--- src/rtl/mwsr_pkg.sv ---
// Shared constants, codes and stage structs of the wavetable sample reader.
`default_nettype none

package mwsr_pkg;

    // Field widths of one input transaction and one result transaction
    localparam int FUNC_W     = 2;
    localparam int TIDX_W     = 2;
    localparam int LEVEL_W    = 4;
    localparam int FRAME_W    = 12;
    localparam int SIDX_W     = 11;
    localparam int SAMPLE_W   = 16;
    localparam int FCNT_W     = 7;
    localparam int FLOG_W     = 4;
    localparam int PHASE_BITS = 24;
    localparam int INC_W      = PHASE_BITS + 1;

    localparam int IN_FIELDS_W  = TIDX_W + LEVEL_W + FRAME_W + SIDX_W + SAMPLE_W
                                + FCNT_W + FLOG_W + PHASE_BITS + INC_W;
    localparam int IN_TDATA_W   = ((IN_FIELDS_W + 7) / 8) * 8;
    localparam int IN_TUSER_W   = FUNC_W;
    localparam int OUT_FIELDS_W = SAMPLE_W + LEVEL_W;
    localparam int OUT_TDATA_W  = ((OUT_FIELDS_W + 7) / 8) * 8;
    localparam int OUT_TUSER_W  = 1;

    // Bit length of (increment - 1), range 0..INC_W
    localparam int EXP_W = $clog2(INC_W + 1);

    // Defaults of the storage parameters
    localparam int DEF_NUM_TABLES     = 4;
    localparam int DEF_MAX_FRAMES     = 64;
    localparam int DEF_MAX_FRAME_SIZE = 2048;
    localparam int DEF_MIN_MIP_SIZE   = 8;

    typedef enum logic [FUNC_W-1:0] {
        FUNC_WR_SAMPLE = 2'd0,
        FUNC_WR_DESC   = 2'd1,
        FUNC_READ      = 2'd2
    } func_t;

    typedef struct packed {
        func_t                       func;
        logic [TIDX_W-1:0]           table_index;
        logic [LEVEL_W-1:0]          level;
        logic signed [FRAME_W-1:0]   frame;
        logic [SIDX_W-1:0]           sample_index;
        logic [SAMPLE_W-1:0]         sample_value;
        logic [FCNT_W-1:0]           frame_count;
        logic [FLOG_W-1:0]           frame_size_log2;
        logic [PHASE_BITS-1:0]       phase;
        logic [INC_W-1:0]            phase_increment;
    } item_t;

    // Per-item control that rides alongside the sample memory read
    typedef struct packed {
        logic                  valid;
        logic                  hit;
        logic [LEVEL_W-1:0]    level;
        logic [PHASE_BITS-1:0] frac;
    } rd_ctl_t;

    function automatic int mem_depth(input int num_tables, input int max_frames,
                                     input int max_frame_size);
        return num_tables * 2 * max_frames * max_frame_size;
    endfunction

    function automatic int addr_width(input int num_tables, input int max_frames,
                                      input int max_frame_size);
        return $clog2(mem_depth(num_tables, max_frames, max_frame_size));
    endfunction

endpackage

`default_nettype wire

--- src/rtl/mwsr_interp.sv ---
// Linear interpolation between the two neighbor samples and the result register.
`default_nettype none

module mwsr_interp
    import mwsr_pkg::*;
(
    input  wire logic                aclk,
    input  wire logic                aresetn,
    input  wire logic                adv,
    input  wire rd_ctl_t             ctl_in,
    input  wire logic [SAMPLE_W-1:0] rd_data0,
    input  wire logic [SAMPLE_W-1:0] rd_data1,
    output logic                     out_valid,
    output logic [SAMPLE_W-1:0]      out_sample,
    output logic [LEVEL_W-1:0]       out_level,
    output logic                     out_hit
);

    localparam int PROD_W = SAMPLE_W + PHASE_BITS + 2;

    rd_ctl_t c3_reg;
    rd_ctl_t c4_reg;

    logic signed [SAMPLE_W:0]    diff;
    logic signed [PROD_W-1:0]    prod;
    logic signed [PROD_W-1:0]    p4_reg;
    logic [SAMPLE_W-1:0]         s0_4_reg;
    logic signed [SAMPLE_W+1:0]  step;
    logic signed [SAMPLE_W+1:0]  total;

    logic                  out_valid_reg;
    logic [SAMPLE_W-1:0]   out_sample_reg;
    logic [LEVEL_W-1:0]    out_level_reg;
    logic                  out_hit_reg;

    // Align control with the memory read data
    always_ff @(posedge aclk) begin
        if (!aresetn) begin
            c3_reg.valid <= 1'b0;
            c4_reg.valid <= 1'b0;
        end else if (adv) begin
            c3_reg <= ctl_in;
            c4_reg <= c3_reg;
        end
    end

    always_comb begin
        diff = $signed({rd_data1[SAMPLE_W-1], rd_data1})
             - $signed({rd_data0[SAMPLE_W-1], rd_data0});
        prod = diff * $signed({1'b0, c3_reg.frac});
    end

    always_ff @(posedge aclk) begin
        if (adv) begin
            p4_reg   <= prod;
            s0_4_reg <= rd_data0;
        end
    end

    // Floor shift of the weighted difference, then add the base sample
    always_comb begin
        step  = p4_reg[PROD_W-1:PHASE_BITS];
        total = $signed({{2{s0_4_reg[SAMPLE_W-1]}}, s0_4_reg}) + step;
    end

    always_ff @(posedge aclk) begin
        if (!aresetn) begin
            out_valid_reg <= 1'b0;
        end else if (adv) begin
            out_valid_reg <= c4_reg.valid;
        end
    end

    always_ff @(posedge aclk) begin
        if (adv) begin
            out_sample_reg <= c4_reg.hit ? total[SAMPLE_W-1:0] : '0;
            out_level_reg  <= c4_reg.hit ? c4_reg.level : '0;
            out_hit_reg    <= c4_reg.hit;
        end
    end

    assign out_valid  = out_valid_reg;
    assign out_sample = out_sample_reg;
    assign out_level  = out_level_reg;
    assign out_hit    = out_hit_reg;

endmodule

`default_nettype wire

--- config.mk ---
export PLATFORM = sky130hd
export DESIGN_NAME = mwsr_interp
export DESIGN_NICKNAME = d
export VERILOG_FILES = /design/src/rtl/mwsr_pkg.sv /design/src/rtl/mwsr_interp.sv
export SDC_FILE = /design/constraint.sdc
export NUM_CORES = 1
export LEC_CHECK = 0
export BUFFER_PORTS_ARGS = -buffer_cell sky130_fd_sc_hd__buf_2
export CAP_MARGIN = 20
export CORE_ASPECT_RATIO = 1.2
export CORE_MARGIN = 2
export CORE_UTILIZATION = 52
export CTS_BUF_LIST = sky130_fd_sc_hd__clkbuf_8
export CTS_CLUSTER_DIAMETER = 150
export CTS_CLUSTER_SIZE = 16
export DETAILED_ROUTE_END_ITERATION = 7
export PLACE_DENSITY = 0.69
export REMOVE_ABC_BUFFERS = 1
export SYNTH_ARGS = -nofsm -noshare
export SYNTH_HDL_FRONTEND = slang
export SYNTH_SLANG_ARGS = --single-unit
--- constraint.sdc ---
create_clock -name aclk -period 22.7 [get_ports aclk]
set_input_delay 1.135 -clock aclk [delete_from_list [all_inputs] [get_ports aclk]]
set_output_delay 1.135 -clock aclk [all_outputs]
set_load 0.1 [all_outputs]
==> metrics.txt, run 1 <==
Die Wd about 170 um; Mapped Area 0.0169 sq mm; TritonRoute pass-1 iters 5; # IOs 87; Worst Hold Class register to register; Post-CTS Setup Bufs 0; setup ws final about 13 ns; gr ovfl total 0; clock root buffer master clkbuf_8; post-DR wirelength/cell approximately 18 um; final hold viol count 0; post-synthesis compound-gate area fraction around 5.0%; Post-layout nets approximately 2400; hpwl dp a little over 30000 um; clk buf depth 2; Total GRT Usage 25.5%; Crit path required time ~23 ns; Area Growth Syn to Fin 6.80%; Antenna Cells 0; Setup WS pre-CTS roughly 13 ns; max FFs per register 30; vias in the first global route 13500; kind of critical path input port to register; global-route wire length before repair between 60000 and 70000 um; post-synth top area share between 30 and 40%; count leader, synth inv_1; fin util approximately 56%; Arrival @ worst endpoint ~9.3 ns; Critical Path Start Type input port; simple-gate share of the synthesized area 14.9%; clk_lat worst skew around 0.4 ns; Rows just over 70; share of cells above drive strength 1 between 7 and 8%; Worst-path clk slew around 0.11 ns; Num Clock Sinks 90; Worst-Margin Slew 1.08 ns; outcome completed; Remaining DRCs 0; XOR/XNOR Fraction of Synth Area under 10%; setup TNS 0 ns; Final Critical Period around 9.2 ns; die height around 200 um; adder-cell share of the synthesized area between 50% and 60%; Avg Cell Area, Syn roughly 9.5 sq um; Yosys top cell by area fa_1; CTS HTree Levels 3; antenna violations before repair 0; via count approximately 12000; library cells used by synthesis between 50 and 60; largest family of logic cells by synthesized area adder cells; number of synthesized flops with an enable pin between 80 and 90; Setup Skew ~0.025 ns; fmax 108 MHz; cell count after synthesis between 1500 and 2000; cts repair resizes 0; slowest CP cell xnor2_4; Initial Utilization between 50% and 60%; Final period util 40.6%; die area roughly 0.034 sq mm; RSZ-0062 raised after global routing false; Max-slew headroom between 20% and 30%; setup violators final 0; CP most frequent cell fa_1; Synth area leaders fa_1 39%, edfxtp_1 15%, ha_1 12%, inv_1 9.7%, nand2_1 5.6%; Detailed Route Iter0 Violations 642; Antenna Nets Post-Route 0; Port Buffers 86; Worst Setup End Kind register; top post-synthesis cells by count 439 x inv_1, 330 x fa_1, 254 x nand2_1, 158 x ha_1, 111 x and2_1; Synth async-reset ratio 0%; post-DR vias/cell about 5.4; core area 0.0322 sq mm; CP max stage delay 0.78 ns; CTS tree built; mux contribution to synthesized area 0.296%; largest net degree at the start of global routing 57; top_reg_cell synth edfxtp_1; yosys warns 0; sequential fraction of the synthesis area between 10% and 20%; Total Routed Length roughly 40000 um; Max Slew Vio Count 0; Max-Cap Viols 0; hold-fix buffers at CTS 0; flops & latches, synth 90; Crit Path Max Fanout 24; TritonCTS buffer count 9; RD Place Congestion 0.901
[final timing paths]
path / start / endpoint / slack [ns] / cells after the start
worst max-delay path: rd_data0[0] / p4_reg[37] / 13.48 / 30
worst min-delay path: c3_reg[24] / c4_reg[24] / 0.42 / 0
worst max register to register: c3_reg[13] / p4_reg[37] / 15.68 / 21
worst min register to register: c3_reg[24] / c4_reg[24] / 0.42 / 0
[cell type report]
| type | count | area [sq um] |
|---|---|---|
| Fill cell | 2825 | 14100 |
| Multi-Input combinational cell | 1180 | 12500 |
| Sequential cell | 90 | 2670 |
| Inverter | 439 | 1650 |
| Timing Repair Buffer | 100 | 536 |
| Tap cell | 407 | 509 |
| Clock buffer | 9 | 124 |
| Clock inverter | 7 | 76.3 |
[worst max-delay path: cells and delay by family]
family	cells	cell delay [ns]
fa+ha+maj	9	3.94
compound gates	9	1.81
simple gates	6	1.27
xor+xnor	2	0.91
buf+inv	4	0.26
[cell families (layout without fill, tap and decap cells)]
logic type / after synthesis / count (layout)
buffers and inverters: 502 / 555
DFF: 90 / 90
AOI/OAI and AO/OA: 125 / 125
muxes: 5 / 5
xor gates and xnor gates: 38 / 38
adders and majority gates: 488 / 488
and+or+nand+nor: 524 / 524
[metal layers]
layer	GRT usage [%]	part of all wire, %	up-vias
met2	45.6	52	395
met3	2.93	5.2	114
met5	0	0	-
met1	31.2	38	6089
met4	11.2	4.6	0
li1	-	-	5391
[per-stage QoR]
step | area (sq um) | std cells | hold slack, ns
detailed placement | 17900 | 2216 | 0.412
CTS | 18100 | 2232 | 0.427
global placement | 17900 | 2216 | 0.401
floorplan | 16700 | 1709 | 0.400
finish | 18100 | 2232 | 0.423
global route | 18100 | 2232 | 0.435
[cell usage in the layout (no fill, tap or decap), types with 3 or more instances in the layout]
cell | synthesis | layout
and3_1 | 5 | 5
nand2b_1 | 5 | 5
xor2_1 | 10 | 9
clkbuf_8 | 0 | 9
nand2_1 | 254 | 254
a211oi_1 | 6 | 6
o21ai_1 | 4 | 4
inv_1 | 439 | 439
inv_8 | 0 | 3
o31a_1 | 3 | 3
o21ai_0 | 17 | 17
a21oi_1 | 38 | 37
edfxtp_1 | 87 | 87
buf_2 | 2 | 86
nand4_1 | 3 | 3
buf_4 | 0 | 14
and2_1 | 111 | 110
o21a_1 | 7 | 7
fa_1 | 330 | 330
nor3_1 | 11 | 11
or2_1 | 5 | 5
nor2b_1 | 59 | 59
ha_1 | 158 | 158
xnor2_4 | 0 | 5
xnor2_1 | 27 | 18
xnor2_2 | 1 | 5
a311oi_1 | 3 | 3
a31oi_1 | 4 | 4
nor2_1 | 45 | 45
o21bai_1 | 4 | 4
or2_2 | 5 | 5
nor3b_1 | 3 | 3
nand3_1 | 9 | 9
o211ai_1 | 3 | 3
dfxtp_1 | 3 | 3
mux2i_1 | 5 | 5
a21o_1 | 21 | 21
Power of run 1 is left out: the tool's default activity adds up to more than one toggle a clock period on the data nets, which glitch-free logic cannot reach.
==> run 2: changes to the inputs <==
- PLACE_DENSITY: 0.69 -> 0.72
- clock period: 22.7 -> 7.7 ns (I/O delays scaled with it)
==> run 2 against run 1 <==
Compared with the run above: the run now ends with negative setup slack left; clock skew is 0.0077 ns lower; first-iteration DRC count up 7.8%; sequential share of layout area shrank 0.90 points; utilization rose by 3.7 points; sequential cell count unchanged; global-route usage up 0.27 points; register-to-register slack got worse by 15 ns; critical path depth up 3; hold slack got worse by 0.24 ns; setup slack got worse by 14 ns; die area stayed put; routed wire length increased by 3.9%; critical path type unchanged.
==> metrics.txt, run 2 (synthesis gave the netlist of run 1 again) <==
outcome finished, violations left (was completed); failing checks negative setup slack; global-route wire length before repair 68500 um (was 67100 um); slowest CP cell fa_1 (was xnor2_4); most frequent cells in the layout 435 x inv_1, 328 x fa_1, 253 x nand2_1 (was 439 x inv_1, 330 x fa_1, 254 x nand2_1); # IOs 87 (unchanged); clk buf depth 2 (unchanged); commonest non-fill, non-tap cell in the layout inv_1 (unchanged); fin area 0.0192 sq mm (was 0.0181 sq mm); RD Place Congestion 0.892 (was 0.901); CTS HTree Levels 3 (unchanged); Antenna Cells 0 (unchanged); Critical Path Start Type input port (unchanged); post-DR wirelength/cell 17.8 um (was 18.0 um); Detailed Route Iter0 Violations 692 (was 642); setup violators final 2 (was 0); Initial Utilization 52.6% (unchanged); RSZ-0062 raised after global routing true (was false); Final Critical Period approximately 7.8 ns; Arrival @ worst endpoint 7.88 ns (was 9.34 ns); hold-fix buffers at CTS 0 (unchanged); Final period util 101%; Worst-Margin Slew 1.01 ns (was 1.08 ns); die area 0.0340 sq mm (unchanged); Port Buffers 86 (unchanged); CP most frequent cell fa_1 (unchanged); TritonCTS buffer count 9 (unchanged); Setup WS pre-CTS -0.304 ns (was 13.22 ns); CP max stage delay 0.52 ns (was 0.78 ns); setup ws final -0.0588 ns (was 13.48 ns); Worst-path clk slew 0.09 ns (was 0.11 ns); gr ovfl total 0 (unchanged); Num Clock Sinks 90 (unchanged); fmax around 130 MHz; hpwl dp 33500 um (was 30200 um); Max-slew headroom 33.0% (was 27.8%); Antenna Nets Post-Route 0 (unchanged); vias in the first global route 13900 (was 13500); Max Slew Vio Count 0 (unchanged); largest net degree at the start of global routing 57 (unchanged); Crit path required time 7.82 ns (was 22.82 ns); TritonRoute pass-1 iters 5 (unchanged); Worst Setup End Kind register (unchanged); Post-layout nets 2484 (was 2373); Area Growth Syn to Fin 13.8% (was 6.80%); CTS tree built (unchanged); core area 0.0322 sq mm (unchanged); Die Wd 169 um (unchanged); clk_lat worst skew 0.38 ns (was 0.39 ns); clock root buffer master clkbuf_8 (unchanged); Remaining DRCs 0 (unchanged); Worst Hold Class input port to register (was register to register); Setup Skew 0.0172 ns (was 0.0250 ns); kind of critical path input port to register (unchanged); via count 12400 (was 12000); post-DR vias/cell 5.29 (was 5.37); max FFs per register 30 (unchanged); post-placement cell area 0.0188 sq mm (was 0.0179 sq mm); Total GRT Usage 25.8% (was 25.5%); Rows 72 (unchanged); Crit Path Max Fanout 6 (was 24); Total Routed Length 41800 um (was 40300 um); antenna violations before repair 1 (was 0); final hold viol count 0 (unchanged); share of cells above drive strength 1 14.9% (was 7.78%); Max-Cap Viols 0 (unchanged); die height 202 um (unchanged)
[run 2: worst max-delay path, delay by kind of cell]
family | cells | cell delay [ns]
buffers and inverters | 10 | 0.96
AO/OA/AOI/OAI | 7 | 1.72
adder cells (fa/ha/maj) | 8 | 3.53
AND/OR/NAND/NOR | 6 | 0.97
XOR/XNOR | 2 | 0.30
[run 2: routing by layer]
metal  up-vias  part of all wire [%]  GRT usage, %
met1      6270                    37          30.6
li1       5615                     -             -
met4         0                   3.7          8.65
met5         -                     0             0
met2       404                    53          48.3
met3       105                   5.5          3.17
[run 2: repair_timing]
action                                  in CTS  in global routing
gates resized for setup                      0                 49
endpoints found under the hold margin        0                  0
endpoints found under the setup margin       0                 12
buffers inserted                             0                  7
[run 2: final cells by class]
class                           count  area [sq um]
Multi-Input combinational cell   1180         12700
Clock inverter                      7          65.1
Timing Repair Buffer              211          1560
Clock buffer                        9           124
Sequential cell                    90          2670
Inverter                          439          1650
Tap cell                          407           509
Fill cell                        2668         12900
[run 2: worst paths after layout]
path	to	from	slack, ns	cells past startpoint
worst max-delay path	p4_reg[34]	rd_data0[2]	-0.06	33
worst min-delay path	c3_reg[7]	ctl_in[7]	0.18	1
worst max register to register	p4_reg[34]	c3_reg[11]	0.85	22
worst min register to register	c4_reg[28]	c3_reg[28]	0.43	0
[run 2: per-stage QoR]
| stage | std cells | hold WS, ns | utilization, % | TNS, ns |
|---|---|---|---|---|
| final | 2343 | 0.181 | 59.8 | -0.109 |
| after global routing | 2343 | 0.149 | 59.8 | -1.50 |
| after CTS | 2336 | 0.161 | 58.9 | 0 |
| after detailed placement | 2320 | 0.412 | 58.3 | -2.17 |
| after global placement | 2320 | 0.402 | 58.3 | -1.27 |
| after floorplan | 1709 | 0.400 | - | -1.06 |
Power of run 2 is left out for the same reason.
