## src/rtl/mwsr_pkg.sv

```systemverilog
// Shared constants, codes and stage structs of the wavetable sample reader.
`default_nettype none

package mwsr_pkg;

    // Field widths of one input transaction and one result transaction
    localparam int FUNC_W     = 2;
    localparam int TIDX_W     = 2;
    localparam int LEVEL_W    = 4;
    localparam int FRAME_W    = 12;
    localparam int SIDX_W     = 11;
    localparam int SAMPLE_W   = 16;
    localparam int FCNT_W     = 7;
    localparam int FLOG_W     = 4;
    localparam int PHASE_BITS = 24;
    localparam int INC_W      = PHASE_BITS + 1;

    localparam int IN_FIELDS_W  = TIDX_W + LEVEL_W + FRAME_W + SIDX_W + SAMPLE_W
                                + FCNT_W + FLOG_W + PHASE_BITS + INC_W;
    localparam int IN_TDATA_W   = ((IN_FIELDS_W + 7) / 8) * 8;
    localparam int IN_TUSER_W   = FUNC_W;
    localparam int OUT_FIELDS_W = SAMPLE_W + LEVEL_W;
    localparam int OUT_TDATA_W  = ((OUT_FIELDS_W + 7) / 8) * 8;
    localparam int OUT_TUSER_W  = 1;

    // Bit length of (increment - 1), range 0..INC_W
    localparam int EXP_W = $clog2(INC_W + 1);

    // Defaults of the storage parameters
    localparam int DEF_NUM_TABLES     = 4;
    localparam int DEF_MAX_FRAMES     = 64;
    localparam int DEF_MAX_FRAME_SIZE = 2048;
    localparam int DEF_MIN_MIP_SIZE   = 8;

    typedef enum logic [FUNC_W-1:0] {
        FUNC_WR_SAMPLE = 2'd0,
        FUNC_WR_DESC   = 2'd1,
        FUNC_READ      = 2'd2
    } func_t;

    typedef struct packed {
        func_t                       func;
        logic [TIDX_W-1:0]           table_index;
        logic [LEVEL_W-1:0]          level;
        logic signed [FRAME_W-1:0]   frame;
        logic [SIDX_W-1:0]           sample_index;
        logic [SAMPLE_W-1:0]         sample_value;
        logic [FCNT_W-1:0]           frame_count;
        logic [FLOG_W-1:0]           frame_size_log2;
        logic [PHASE_BITS-1:0]       phase;
        logic [INC_W-1:0]            phase_increment;
    } item_t;

    // Per-item control that rides alongside the sample memory read
    typedef struct packed {
        logic                  valid;
        logic                  hit;
        logic [LEVEL_W-1:0]    level;
        logic [PHASE_BITS-1:0] frac;
    } rd_ctl_t;

    function automatic int mem_depth(input int num_tables, input int max_frames,
                                     input int max_frame_size);
        return num_tables * 2 * max_frames * max_frame_size;
    endfunction

    function automatic int addr_width(input int num_tables, input int max_frames,
                                      input int max_frame_size);
        return $clog2(mem_depth(num_tables, max_frames, max_frame_size));
    endfunction

endpackage

`default_nettype wire

```

## src/rtl/mwsr_front.sv

```systemverilog
// Front end: descriptor store, mip level choice and sample address generation.
`default_nettype none

module mwsr_front
    import mwsr_pkg::*;
#(
    parameter int NUM_TABLES     = DEF_NUM_TABLES,
    parameter int MAX_FRAMES     = DEF_MAX_FRAMES,
    parameter int MAX_FRAME_SIZE = DEF_MAX_FRAME_SIZE,
    parameter int MIN_MIP_SIZE   = DEF_MIN_MIP_SIZE
) (
    input  wire logic                aclk,
    input  wire logic                aresetn,
    input  wire logic                adv,
    input  wire logic                in_valid,
    input  wire item_t               in_item,
    output logic                     wr_en,
    output logic [addr_width(NUM_TABLES, MAX_FRAMES, MAX_FRAME_SIZE)-1:0] wr_addr,
    output logic [SAMPLE_W-1:0]      wr_data,
    output logic [addr_width(NUM_TABLES, MAX_FRAMES, MAX_FRAME_SIZE)-1:0] rd_addr0,
    output logic [addr_width(NUM_TABLES, MAX_FRAMES, MAX_FRAME_SIZE)-1:0] rd_addr1,
    output rd_ctl_t                  ctl
);

    localparam int MFS_LOG    = $clog2(MAX_FRAME_SIZE);
    localparam int MIN_LOG    = $clog2(MIN_MIP_SIZE);
    localparam int TOP_LEVEL  = MFS_LOG - MIN_LOG;
    localparam int FR_W       = (MAX_FRAMES > 1) ? $clog2(MAX_FRAMES) : 1;
    localparam int TBL_W      = (NUM_TABLES > 1) ? $clog2(NUM_TABLES) : 1;
    localparam int IDX_W      = MFS_LOG;
    localparam int ADDR_W     = addr_width(NUM_TABLES, MAX_FRAMES, MAX_FRAME_SIZE);
    localparam int TABLE_SPAN = 2 * MAX_FRAMES * MAX_FRAME_SIZE;

    // Start of frame f of level lvl in table t; one extra bit keeps the span exact
    function automatic logic [ADDR_W-1:0] row_base(input logic [TIDX_W-1:0]  t,
                                                   input logic [LEVEL_W-1:0] lvl,
                                                   input logic [FR_W-1:0]    f);
        logic [ADDR_W:0] span;
        logic [ADDR_W:0] sum;
        span = (ADDR_W + 1)'(TABLE_SPAN);
        sum  = (ADDR_W + 1)'(t) * span + span - (span >> lvl)
             + ((ADDR_W + 1)'(f) << (MFS_LOG - int'(lvl)));
        return sum[ADDR_W-1:0];
    endfunction

    // Descriptor store
    logic [FCNT_W-1:0] frames_reg [NUM_TABLES];
    logic [FLOG_W-1:0] slog_reg   [NUM_TABLES];

    // Stage 1
    logic  s1_valid_reg;
    item_t s1_item_reg;

    logic                     t_ok;
    logic [TBL_W-1:0]         t_sel;
    logic [FCNT_W-1:0]        cur_frames;
    logic [FLOG_W-1:0]        cur_slog;
    logic                     is_wr;
    logic                     is_desc;
    logic                     is_rd;
    logic                     desc_ok;
    logic                     wr_ok;
    logic [FR_W-1:0]          frame_w;
    logic signed [FRAME_W-1:0] frame_max;
    logic [FR_W-1:0]          frame_c;
    logic [INC_W-1:0]         inc_m1;
    logic [EXP_W-1:0]         inc_exp;
    logic [ADDR_W-1:0]        wr_addr_c;

    // Stage 2
    logic                  s2_valid_reg;
    logic                  s2_wr_reg;
    logic                  s2_hit_reg;
    logic [ADDR_W-1:0]     s2_wr_addr_reg;
    logic [SAMPLE_W-1:0]   s2_wr_data_reg;
    logic [TIDX_W-1:0]     s2_t_reg;
    logic [FLOG_W-1:0]     s2_slog_reg;
    logic [EXP_W-1:0]      s2_exp_reg;
    logic [FR_W-1:0]       s2_frame_reg;
    logic [PHASE_BITS-1:0] s2_phase_reg;

    logic signed [7:0]              sel_raw;
    logic [LEVEL_W-1:0]             sel_max;
    logic [LEVEL_W-1:0]             sel;
    logic [LEVEL_W-1:0]             lg;
    logic [IDX_W+PHASE_BITS-1:0]    scaled;
    logic [IDX_W-1:0]               i0;
    logic [IDX_W-1:0]               i1;
    logic [IDX_W-1:0]               idx_mask;
    logic [ADDR_W-1:0]              rd_base;

    always_ff @(posedge aclk) begin
        if (!aresetn) begin
            s1_valid_reg <= 1'b0;
        end else if (adv) begin
            s1_valid_reg <= in_valid;
        end
    end

    always_ff @(posedge aclk) begin
        if (adv) begin
            s1_item_reg <= in_item;
        end
    end

    always_comb begin
        t_ok       = 32'(s1_item_reg.table_index) < NUM_TABLES;
        t_sel      = TBL_W'(s1_item_reg.table_index);
        cur_frames = t_ok ? frames_reg[t_sel] : '0;
        cur_slog   = t_ok ? slog_reg[t_sel] : '0;

        is_wr   = 1'b0;
        is_desc = 1'b0;
        is_rd   = 1'b0;
        unique case (s1_item_reg.func)
            FUNC_WR_SAMPLE: is_wr   = 1'b1;
            FUNC_WR_DESC:   is_desc = 1'b1;
            FUNC_READ:      is_rd   = 1'b1;
            default: ;
        endcase

        desc_ok = (s1_item_reg.frame_count != '0)
                && (32'(s1_item_reg.frame_count) <= MAX_FRAMES)
                && (32'(s1_item_reg.frame_size_log2) >= MIN_LOG)
                && (32'(s1_item_reg.frame_size_log2) <= MFS_LOG);

        wr_ok = t_ok
              && (32'(s1_item_reg.level) <= TOP_LEVEL)
              && !s1_item_reg.frame[FRAME_W-1]
              && (32'(s1_item_reg.frame) < MAX_FRAMES)
              && (32'(s1_item_reg.sample_index) < (32'(MAX_FRAME_SIZE) >> s1_item_reg.level));
        frame_w   = FR_W'(s1_item_reg.frame);
        wr_addr_c = row_base(s1_item_reg.table_index, s1_item_reg.level, frame_w)
                  + ADDR_W'(s1_item_reg.sample_index);

        // Clamp the read frame into 0..frames-1
        frame_max = FRAME_W'(cur_frames) - FRAME_W'(1);
        if (s1_item_reg.frame[FRAME_W-1]) begin
            frame_c = '0;
        end else if (s1_item_reg.frame > frame_max) begin
            frame_c = FR_W'(frame_max);
        end else begin
            frame_c = FR_W'(s1_item_reg.frame);
        end

        // Smallest e with increment <= 2^e
        inc_m1  = s1_item_reg.phase_increment - INC_W'(1);
        inc_exp = '0;
        for (int i = 0; i < INC_W; i++) begin
            if (inc_m1[i]) begin
                inc_exp = EXP_W'(i + 1);
            end
        end
        if (s1_item_reg.phase_increment == '0) begin
            inc_exp = '0;
        end
    end

    always_ff @(posedge aclk) begin
        if (!aresetn) begin
            for (int i = 0; i < NUM_TABLES; i++) begin
                frames_reg[i] <= '0;
                slog_reg[i]   <= '0;
            end
        end else if (adv && s1_valid_reg && is_desc && t_ok) begin
            frames_reg[t_sel] <= desc_ok ? s1_item_reg.frame_count : '0;
            slog_reg[t_sel]   <= s1_item_reg.frame_size_log2;
        end
    end

    always_ff @(posedge aclk) begin
        if (!aresetn) begin
            s2_valid_reg <= 1'b0;
            s2_wr_reg    <= 1'b0;
            s2_hit_reg   <= 1'b0;
        end else if (adv) begin
            s2_valid_reg <= s1_valid_reg;
            s2_wr_reg    <= s1_valid_reg && is_wr && wr_ok;
            s2_hit_reg   <= s1_valid_reg && is_rd && t_ok && (cur_frames != '0);
        end
    end

    always_ff @(posedge aclk) begin
        if (adv) begin
            s2_wr_addr_reg <= wr_addr_c;
            s2_wr_data_reg <= s1_item_reg.sample_value;
            s2_t_reg       <= s1_item_reg.table_index;
            s2_slog_reg    <= cur_slog;
            s2_exp_reg     <= inc_exp;
            s2_frame_reg   <= frame_c;
            s2_phase_reg   <= s1_item_reg.phase;
        end
    end

    // Level: first L whose half size times the increment stays within half a cycle
    always_comb begin
        sel_raw = 8'(s2_exp_reg) + 8'(s2_slog_reg) - 8'(PHASE_BITS);
        sel_max = LEVEL_W'(s2_slog_reg) - LEVEL_W'(MIN_LOG);
        if (sel_raw < 0) begin
            sel = '0;
        end else if (sel_raw > $signed(8'(sel_max))) begin
            sel = sel_max;
        end else begin
            sel = LEVEL_W'(sel_raw);
        end

        lg       = LEVEL_W'(s2_slog_reg) - sel;
        scaled   = {{IDX_W{1'b0}}, s2_phase_reg} << lg;
        i0       = scaled[IDX_W+PHASE_BITS-1:PHASE_BITS];
        idx_mask = ~({IDX_W{1'b1}} << lg);
        i1       = (i0 + IDX_W'(1)) & idx_mask;
        rd_base  = row_base(s2_t_reg, sel, s2_frame_reg);
    end

    assign wr_en     = s2_valid_reg && s2_wr_reg;
    assign wr_addr   = s2_wr_addr_reg;
    assign wr_data   = s2_wr_data_reg;
    assign rd_addr0  = rd_base + ADDR_W'(i0);
    assign rd_addr1  = rd_base + ADDR_W'(i1);
    assign ctl.valid = s2_valid_reg;
    assign ctl.hit   = s2_valid_reg && s2_hit_reg;
    assign ctl.level = s2_hit_reg ? sel : '0;
    assign ctl.frac  = scaled[PHASE_BITS-1:0];

endmodule

`default_nettype wire

```

## config.mk

```make
export PLATFORM = sky130hd
export DESIGN_NAME = mwsr_front
export DESIGN_NICKNAME = d
export VERILOG_FILES = /design/src/rtl/mwsr_pkg.sv /design/src/rtl/mwsr_front.sv
export SDC_FILE = /design/constraint.sdc
export NUM_CORES = 1
export LEC_CHECK = 0
export BUFFER_PORTS_ARGS = -buffer_cell sky130_fd_sc_hd__buf_2
export CAP_MARGIN = 20
export CORE_ASPECT_RATIO = 0.7
export CORE_UTILIZATION = 30
export DETAILED_ROUTE_END_ITERATION = 6
export SLEW_MARGIN = 20
export SYNTH_ARGS = -nofsm -noshare
export SYNTH_HDL_FRONTEND = slang
export SYNTH_SLANG_ARGS = --single-unit
```

## constraint.sdc

```tcl
create_clock -name aclk -period 9.62 [get_ports aclk]
set_clock_uncertainty 0.05 [all_clocks]
set_input_delay 1.924 -clock aclk [delete_from_list [all_inputs] [get_ports aclk]]
set_output_delay 1.924 -clock aclk [all_outputs]
set_load 0.02 [all_outputs]
```

==> impl_metrics.ini, run 1 <==
[synthesis]
syn_area_per_cell_um2 = 10.26
synth_seq_cells = 234
ys.warnings.count = 0
synthCells = 1614
synth_edf_count = 228
synthArstFlopShare = 0
ys.flop_type = edfxtp_1
ys_seq_area_frac = 0.4208
syn-num-nets = 1901
ys_types = 81
syn_area_um2 = 16550

[place]
io_buffers = 217
dp_cells = 2554
place_area_um2 = 18740
gp_congestion = 0.9215
post-place-ws_ps = -399.1
dp_hpwl_um = 33550

[worst_setup_path]
crit_type = reg -> out
critical_path.endpoint_type = output port
cp_slowest_cell = fa_2
crit_path_max_fanout = 5
worstPathArrival_ps = 7580
worst_ep_required_time_ps = 7650
critical_path.max_stage_delay_ps = 640
cp-start-kind = flip-flop
crit_top_cell = o21ai_2

[timing]
worstMarginPinSlew_ps = 885.3
slew_viol_final = 0
rsz0062_at_grt = yes
finalCritPeriodShare = 0.9932
period_needed_ps = 9554
finalWorstSetupSlack_ps = 65.68
tns_ps = 0
relSlewSlack = 0.4049
finalHoldViolCount = 0
finalSetupViolations = 0
clock.fmax_mhz = 104.7

[clocking]
cts_buffer_depth = 3
cts_buffers = 24
cts.htree.levels = 1
cts_tree = yes
clkSinkCount = 234
clk_latency_ps = 550
cts-root-buf = clkbuf_16
path_clk_slew_ps = 70

[layout]
final_cell_mix = 228 x edfxtp_1, 201 x buf_2, 171 x nor2_1, 140 x ha_1
final_cells = 2670
largest_reg_flops = 99
final.fill_count = 5292
fin_nets = 2209
layout_commonest_cell = edfxtp_1
seq_area_um2 = 6967
area_delta_synth_final_pct = 27.17
multi_input_area_um2 = 9925
drive_above_1_share = 0.2986
postLayoutCellArea_um2 = 21050

[grt]
grt_util_all_layers = 0.1550
grt_pass1_vias = 12840
grt_start_max_net_pins = 68
grt_pass1_wl_um = 69690
grt_overflow_total = 0
antenna_found_initial = 3

[floorplanning]
dieWidth_um = 282.8
start_util = 0.3060
die_h_um = 198.5
coreArea_um2 = 54100
num_rows = 71
ios = 218
die_area_um2 = 56140

[drt]
first_iter_violations = 966
drc = 0
wl_per_cell_um = 17.13
drt_pre_antenna_iters = 5
viasPerCell = 5.012
postRouteAntennaNets = 0
route.vias.total = 13380
routed_wl_um = 45740

[run_status]
status = finished clean

[run]
cap_violations = 0

[min_path]
worstHoldPathType = reg -> reg
-- logic make-up after synthesis --
group,count (synthesis),share of synthesized area
DFF,234,0.4208
buffers and inverters,164,0.03756
muxes,89,0.07218
and+or+nand+nor,564,0.1630
adders and majority gates,178,0.1410
xor gates and xnor gates,95,0.05026
AOI/OAI and AO/OA,290,0.1152
-- worst paths after layout --
path	startpoint	to	slack, ps	cells past startpoint
worst max register to register	s1_item_reg[101]	wr_addr[18]	3830	18
worst min register to register	s1_item_reg[41]	s2_phase_reg[16]	360	0
worst min-delay path	s1_item_reg[41]	s2_phase_reg[16]	360	0
worst max-delay path	s2_slog_reg[1]	rd_addr1[16]	70	35
-- per-stage QoR --
step	utilization	hold WS, ps
2_1_floorplan	-	350.3
3_3_place_gp	0.3463	350.3
3_5_place_dp	0.3463	354.5
4_1_cts	0.3711	368.0
5_1_grt	0.3891	376.8
6_report	0.3891	361.1
-- layout make-up --
type,count,area share
timing repair buffer,336,0.09860
sequential,234,0.3309
multi-input combinational,1216,0.4714
tap,730,0.04339
clock inverter,13,0.005171
inverter,110,0.01985
antenna,1,0.0001189
clock buffer,30,0.03055
-- repair_timing --
action / in CTS / in global routing
endpoints found under the setup margin: 22 / 23
hold buffers: 0 / 0
gates resized for setup: 88 / 140
cloned: 0 / 0
setup buffers: 33 / 39
pin swaps: 35 / 69
-- worst max-delay path: cells and delay by family (launching register included) --
| kind | cells | cell delay [ps] |
|---|---|---|
| fa+ha+maj | 7 | 2230 |
| flops | 1 | 410 |
| xor+xnor | 2 | 310 |
| buf+inv | 4 | 390 |
| mux | 2 | 350 |
| compound gates | 14 | 2440 |
| simple gates | 6 | 860 |
-- synth_stat cells, drive strengths merged, types with 4 or more instances --
library cell / number / share of area
o41ai: 4 / 0.0021
nor3: 58 / 0.018
o21ai: 63 / 0.019
fa: 15 / 0.018
a21o: 16 / 0.0073
and3: 12 / 0.0045
buf: 11 / 0.0029
mux4: 23 / 0.031
mux2i: 56 / 0.034
a311oi: 5 / 0.0030
clkbuf: 43 / 0.0097
a31oi: 13 / 0.0049
nand3b: 9 / 0.0041
o21a: 31 / 0.014
o22ai: 6 / 0.0023
a21oi: 80 / 0.024
o211ai: 5 / 0.0023
nand3: 46 / 0.014
or4: 4 / 0.0018
nand2: 127 / 0.029
edfxtp: 228 / 0.41
inv: 108 / 0.024
a21boi: 8 / 0.0036
nor4: 12 / 0.0053
xnor2: 64 / 0.034
a211oi: 8 / 0.0036
nor2b: 17 / 0.0064
dfxtp: 6 / 0.0073
a22oi: 5 / 0.0023
mux2: 10 / 0.0068
xor2: 31 / 0.016
nand2b: 16 / 0.0060
and2: 34 / 0.013
or2: 7 / 0.0026
o31a: 4 / 0.0021
a211o: 4 / 0.0021
nor4b: 4 / 0.0029
nor2: 184 / 0.042
o31ai: 7 / 0.0040
nand4: 9 / 0.0034
ha: 161 / 0.12
or3: 15 / 0.0057
o21bai: 7 / 0.0032
-- per-layer routing --
metal | up-vias | GRT usage | share of wire
met5 | - | 0 | 0
met4 | 0 | 0.02462 | 0.016
met3 | 65 | 0.02337 | 0.059
met2 | 431 | 0.2411 | 0.44
met1 | 6380 | 0.2293 | 0.48
li1 | 6507 | - | -
Power of run 1 is not shown: default switching activity piles up to over one toggle a cycle in this logic, so the estimate is an artifact.
==> inputs of run 2 (changes only) <==
CTS_BUF_LIST = sky130_fd_sc_hd__clkbuf_8 sky130_fd_sc_hd__clkbuf_16   (was unset)
==> run 2 against run 1 <==
  * Setup slack got worse by 22 ps
  * Final cell count unchanged
  * Critical path depth unchanged
  * First-iteration DRC count rose by 0.83%
==> impl_metrics.ini, run 2 (synthesis results as in run 1) <==
[timing]
relSlewSlack = 0.3913
finalWorstSetupSlack_ps = 43.28
worstMarginPinSlew_ps = 905.5
clock.fmax_mhz = 104.4
finalHoldViolCount = 0
finalSetupViolations = 0
slew_viol_final = 0
period_needed_ps = 9577
finalCritPeriodShare = 0.9955
rsz0062_at_grt = yes

[drt]
drc = 0
route.vias.total = 13410
wl_per_cell_um = 17.11
routed_wl_um = 45690
drt_pre_antenna_iters = 5
first_iter_violations = 974
postRouteAntennaNets = 0
viasPerCell = 5.021

[worst_setup_path]
crit_path_max_fanout = 5
rr_worst_depth = 18
critical_path.endpoint_type = output port
worstPathArrival_ps = 7600
cp_slowest_cell = fa_2
r2r_start = s1_item_reg[101]
critical_path.max_stage_delay_ps = 640
worst_ep_required_time_ps = 7650
crit_type = reg -> out
cp-start-kind = flip-flop
r2r-end = wr_addr[18]
crit_top_cell = o21ai_2
rrSetupSlack_ps = 3830

[layout]
layout_commonest_cell = edfxtp_1
largest_reg_flops = 99
multi_input_area_um2 = 9925
drive_above_1_share = 0.2986
finalCoreUtilization = 0.3891
seq_area_um2 = 6967
postLayoutCellArea_um2 = 21050
final.fill_count = 5292
final_cells = 2670
fin_nets = 2209
final_cell_mix = 228 x edfxtp_1, 201 x buf_2, 171 x nor2_1, 140 x ha_1
area_delta_synth_final_pct = 27.17

[floorplanning]
coreArea_um2 = 54100
die_h_um = 198.5
num_rows = 71
start_util = 0.3060
dieWidth_um = 282.8
die_area_um2 = 56140
ios = 218

[grt]
grt_start_max_net_pins = 68
grt_pass1_vias = 12840
grt_pass1_wl_um = 69690
antenna_found_initial = 3
grt_overflow_total = 0
grt_util_all_layers = 0.1550

[min_path]
whs_path_depth = 0
worstHoldPathType = reg -> reg
worstHoldStart = s1_item_reg[41]
holdPathEnd = s2_phase_reg[16]

[clocking]
path_clk_slew_ps = 70
cts_tree = yes
clkSinkCount = 234
cts_buffer_depth = 3
clk_latency_ps = 550
cts.htree.levels = 1
cts-root-buf = clkbuf_16
cts_buffers = 24

[place]
dp_hpwl_um = 33550
post-place-ws_ps = -399.1
gp_congestion = 0.9215
io_buffers = 217
dp_cells = 2554
place_area_um2 = 18740

[run_status]
status = finished clean

[run]
cap_violations = 0
run 2: per-stage QoR:
stage,TNS (ps),hold slack [ps]
2_1_floorplan,0,350.3
3_3_place_gp,-68.78,350.3
3_5_place_dp,-2557,354.5
4_1_cts,0,368.0
5_1_grt,-2532,377.1
6_report,0,361.1
run 2: cell type report:
| cell class | count | area share |
|---|---|---|
| clock inverters | 17 | 0.005884 |
| clock buffers | 26 | 0.02983 |
| repair buffers | 336 | 0.09860 |
| diodes | 1 | 0.0001189 |
| well taps | 730 | 0.04339 |
| inverters | 110 | 0.01985 |
| flip-flops and latches | 234 | 0.3309 |
| multi-input cells | 1216 | 0.4714 |
run 2: worst max-delay path: cells and delay by family, from the launching register on:
family / cells / cell delay (ps)
fa+ha+maj: 7 / 2230
simple gates: 6 / 870
xor+xnor: 2 / 310
compound gates: 14 / 2470
mux: 2 / 350
flops: 1 / 410
buf+inv: 4 / 400
run 2: worst max-delay path by stage:
| stage | start | cells after the start | endpoint |
|---|---|---|---|
| 6_report | s2_slog_reg[1] | 35 | rd_addr1[16] |
| 5_1_grt | s2_slog_reg[1] | 38 | rd_addr1[16] |
| 4_1_cts | s2_slog_reg[1] | 34 | rd_addr0[19] |
| 3_5_place_dp | s2_slog_reg[1] | 35 | rd_addr1[16] |
| 3_3_place_gp | s2_slog_reg[1] | 35 | rd_addr1[19] |
| 2_1_floorplan | s2_slog_reg[1] | 34 | rd_addr1[19] |
run 2: layer usage:
layer / track usage / vias to the layer above / share of wire
met4: 0.02462 / 0 / 0.016
met2: 0.2411 / 448 / 0.44
met1: 0.2293 / 6386 / 0.48
li1: - / 6506 / -
met5: 0 / - / 0
met3: 0.02337 / 67 / 0.059
run 2: repair_timing:
item	in CTS	in global routing
hold buffers	0	0
pin swaps	35	69
setup buffers	33	39
gates resized for setup	88	140
hold endpoints to repair	0	0
setup endpoints to repair	22	23
Power of run 2 is left out for the same reason.
==> inputs of run 3 (changes only) <==
clock period = 12.3 ns   (was 9.62 ns; I/O delays follow)
==> run 3 against run 2 <==
  * Sequential share of layout area grew 2.8 points
  * Core utilization shrank 3.0 points
  * Flip-flop and latch count is the same
  * Critical path type unchanged
  * Final area shrank 7.7%
  * Die area is the same
  * Critical path depth shrank 3
  * Routed wire length shrank 6.8%
  * Critical endpoint is now rd_addr1[19]
  * Via count shrank 4.5%
  * Register-to-register slack gained 2700 ps
  * Global-route usage shrank 0.53 points
==> impl_metrics.ini, run 3 (synthesis results as in run 1) <==
[run_status]
status = finished clean

[drt]
wl_per_cell_um = 16.60
viasPerCell = 4.993
routed_wl_um = 42580
first_iter_violations = 1058
postRouteAntennaNets = 0
drc = 0
drt_pre_antenna_iters = 5
route.vias.total = 12810

[grt]
use_met3 = 0.02584
grt_start_max_net_pins = 68
grt_util_all_layers = 0.1497
grt_use_met2 = 0.2272
antenna_found_initial = 0
grt_pass1_wl_um = 67100
top_usage_layer = met2
grt_overflow_total = 0
use_met1 = 0.2237
grt_pass1_vias = 12280

[timing]
relSlewSlack = 0.2957
finalCritPeriodShare = 0.9333
timing.hold.ws_ps = 368.8
clock.fmax_mhz = 87.11
slew_viol_final = 0
tns_ps = 0
worstMarginPinSlew_ps = 1054
finalHoldViolCount = 0
period_needed_ps = 11480
finalSetupViolations = 0

[run]
cap_violations = 0

[layout]
drive_above_1_share = 0.1831
layout_commonest_cell = edfxtp_1
final_cell_mix = 228 x edfxtp_1, 216 x buf_2, 183 x nor2_1, 161 x ha_1, 127 x nand2_1
final_cells = 2565
n_antenna_cell = 0
finalCoreUtilization = 0.3592
fin_nets = 2103
largest_reg_flops = 99
area_delta_synth_final_pct = 17.38
final.fill_count = 5436

[worst_setup_path]
worst_ep_required_time_ps = 9790
critPathTopFamily = compound AO/OA/AOI/OAI gates
cp-start-kind = flip-flop
cp_slowest_cell = fa_1
critical_path.endpoint_type = output port
path_buf_inv = 4
rrSetupSlack_ps = 6530
crit_path_max_fanout = 36
worstPathArrival_ps = 8970
crit_type = reg -> out
critical_path.max_stage_delay_ps = 710

[clocking]
cts.htree.levels = 1
cts_buffer_depth = 3
cts_buffers = 26
clk_latency_ps = 580
holdBufCountCts = 0
cts_tree = yes
clkSinkCount = 234
path_clk_slew_ps = 60
cts-root-buf = clkbuf_16

[floorplanning]
ios = 218
die_area_um2 = 56140
start_util = 0.3060
dieWidth_um = 282.8
die_h_um = 198.5
num_rows = 71
coreArea_um2 = 54100

[place]
dp_hpwl_um = 32990
io_buffers = 217
dp_cells = 2518
gp_congestion = 0.9117

[min_path]
worstHoldPathType = reg -> reg
[run 3: cell count changes in the layout (fill, tap and decap cells not counted), moves of 9 or more]
| cell | before | now |
|---|---|---|
| xnor2_1 | 52 | 62 |
| buf_2 | 201 | 216 |
| ha_4 | 12 | 0 |
| o21ai_0 | 48 | 59 |
| ha_1 | 140 | 161 |
| a21oi_1 | 57 | 79 |
| a21oi_2 | 22 | 1 |
| ha_2 | 9 | 0 |
| mux2i_1 | 43 | 54 |
| nor2_1 | 171 | 183 |
| buf_4 | 122 | 10 |
[run 3: final timing paths]
kind,from,endpoint,cells after the start
hold / removal,s1_item_reg[72],wr_data[12],0
hold reg to reg,s1_item_reg[72],wr_data[12],0
setup reg to reg,s1_item_reg[101],wr_addr[18],18
setup / recovery,s2_slog_reg[1],rd_addr1[19],32
[run 3: area by class of cell]
cell class	instances	area (um2)	share of cell area
Clock buffer	30	705.7	0.03631
Clock inverter	17	230.2	0.01185
Inverter	110	412.9	0.02125
Multi-Input combinational cell	1216	9020	0.4642
Sequential cell	234	6967	0.3585
Tap cell	730	913.4	0.04700
Timing Repair Buffer	228	1184	0.06091
[run 3: stage by stage]
stage / setup WS [ps] / instance area [um2]
2_1_floorplan: 2221 / 16550
3_3_place_gp: 1492 / 18470
3_5_place_dp: 1147 / 18470
4_1_cts: 444.0 / 19400
5_1_grt: -10.41 / 19430
6_report: 820.8 / 19430
[run 3: what timing repair did]
action / in CTS / in global routing
setup buffers: 0 / 0
resized for setup: 0 / 8
endpoints found under the hold margin: 0 / 0
endpoints found under the setup margin: 0 / 10
[run 3: layer usage]
metal	vias up	wire length, um
met5	-	0
met4	0	609
met3	39	2941
met2	405	18200
met1	6057	20830
li1	6307	-
Power of run 3 is left out for the same reason.
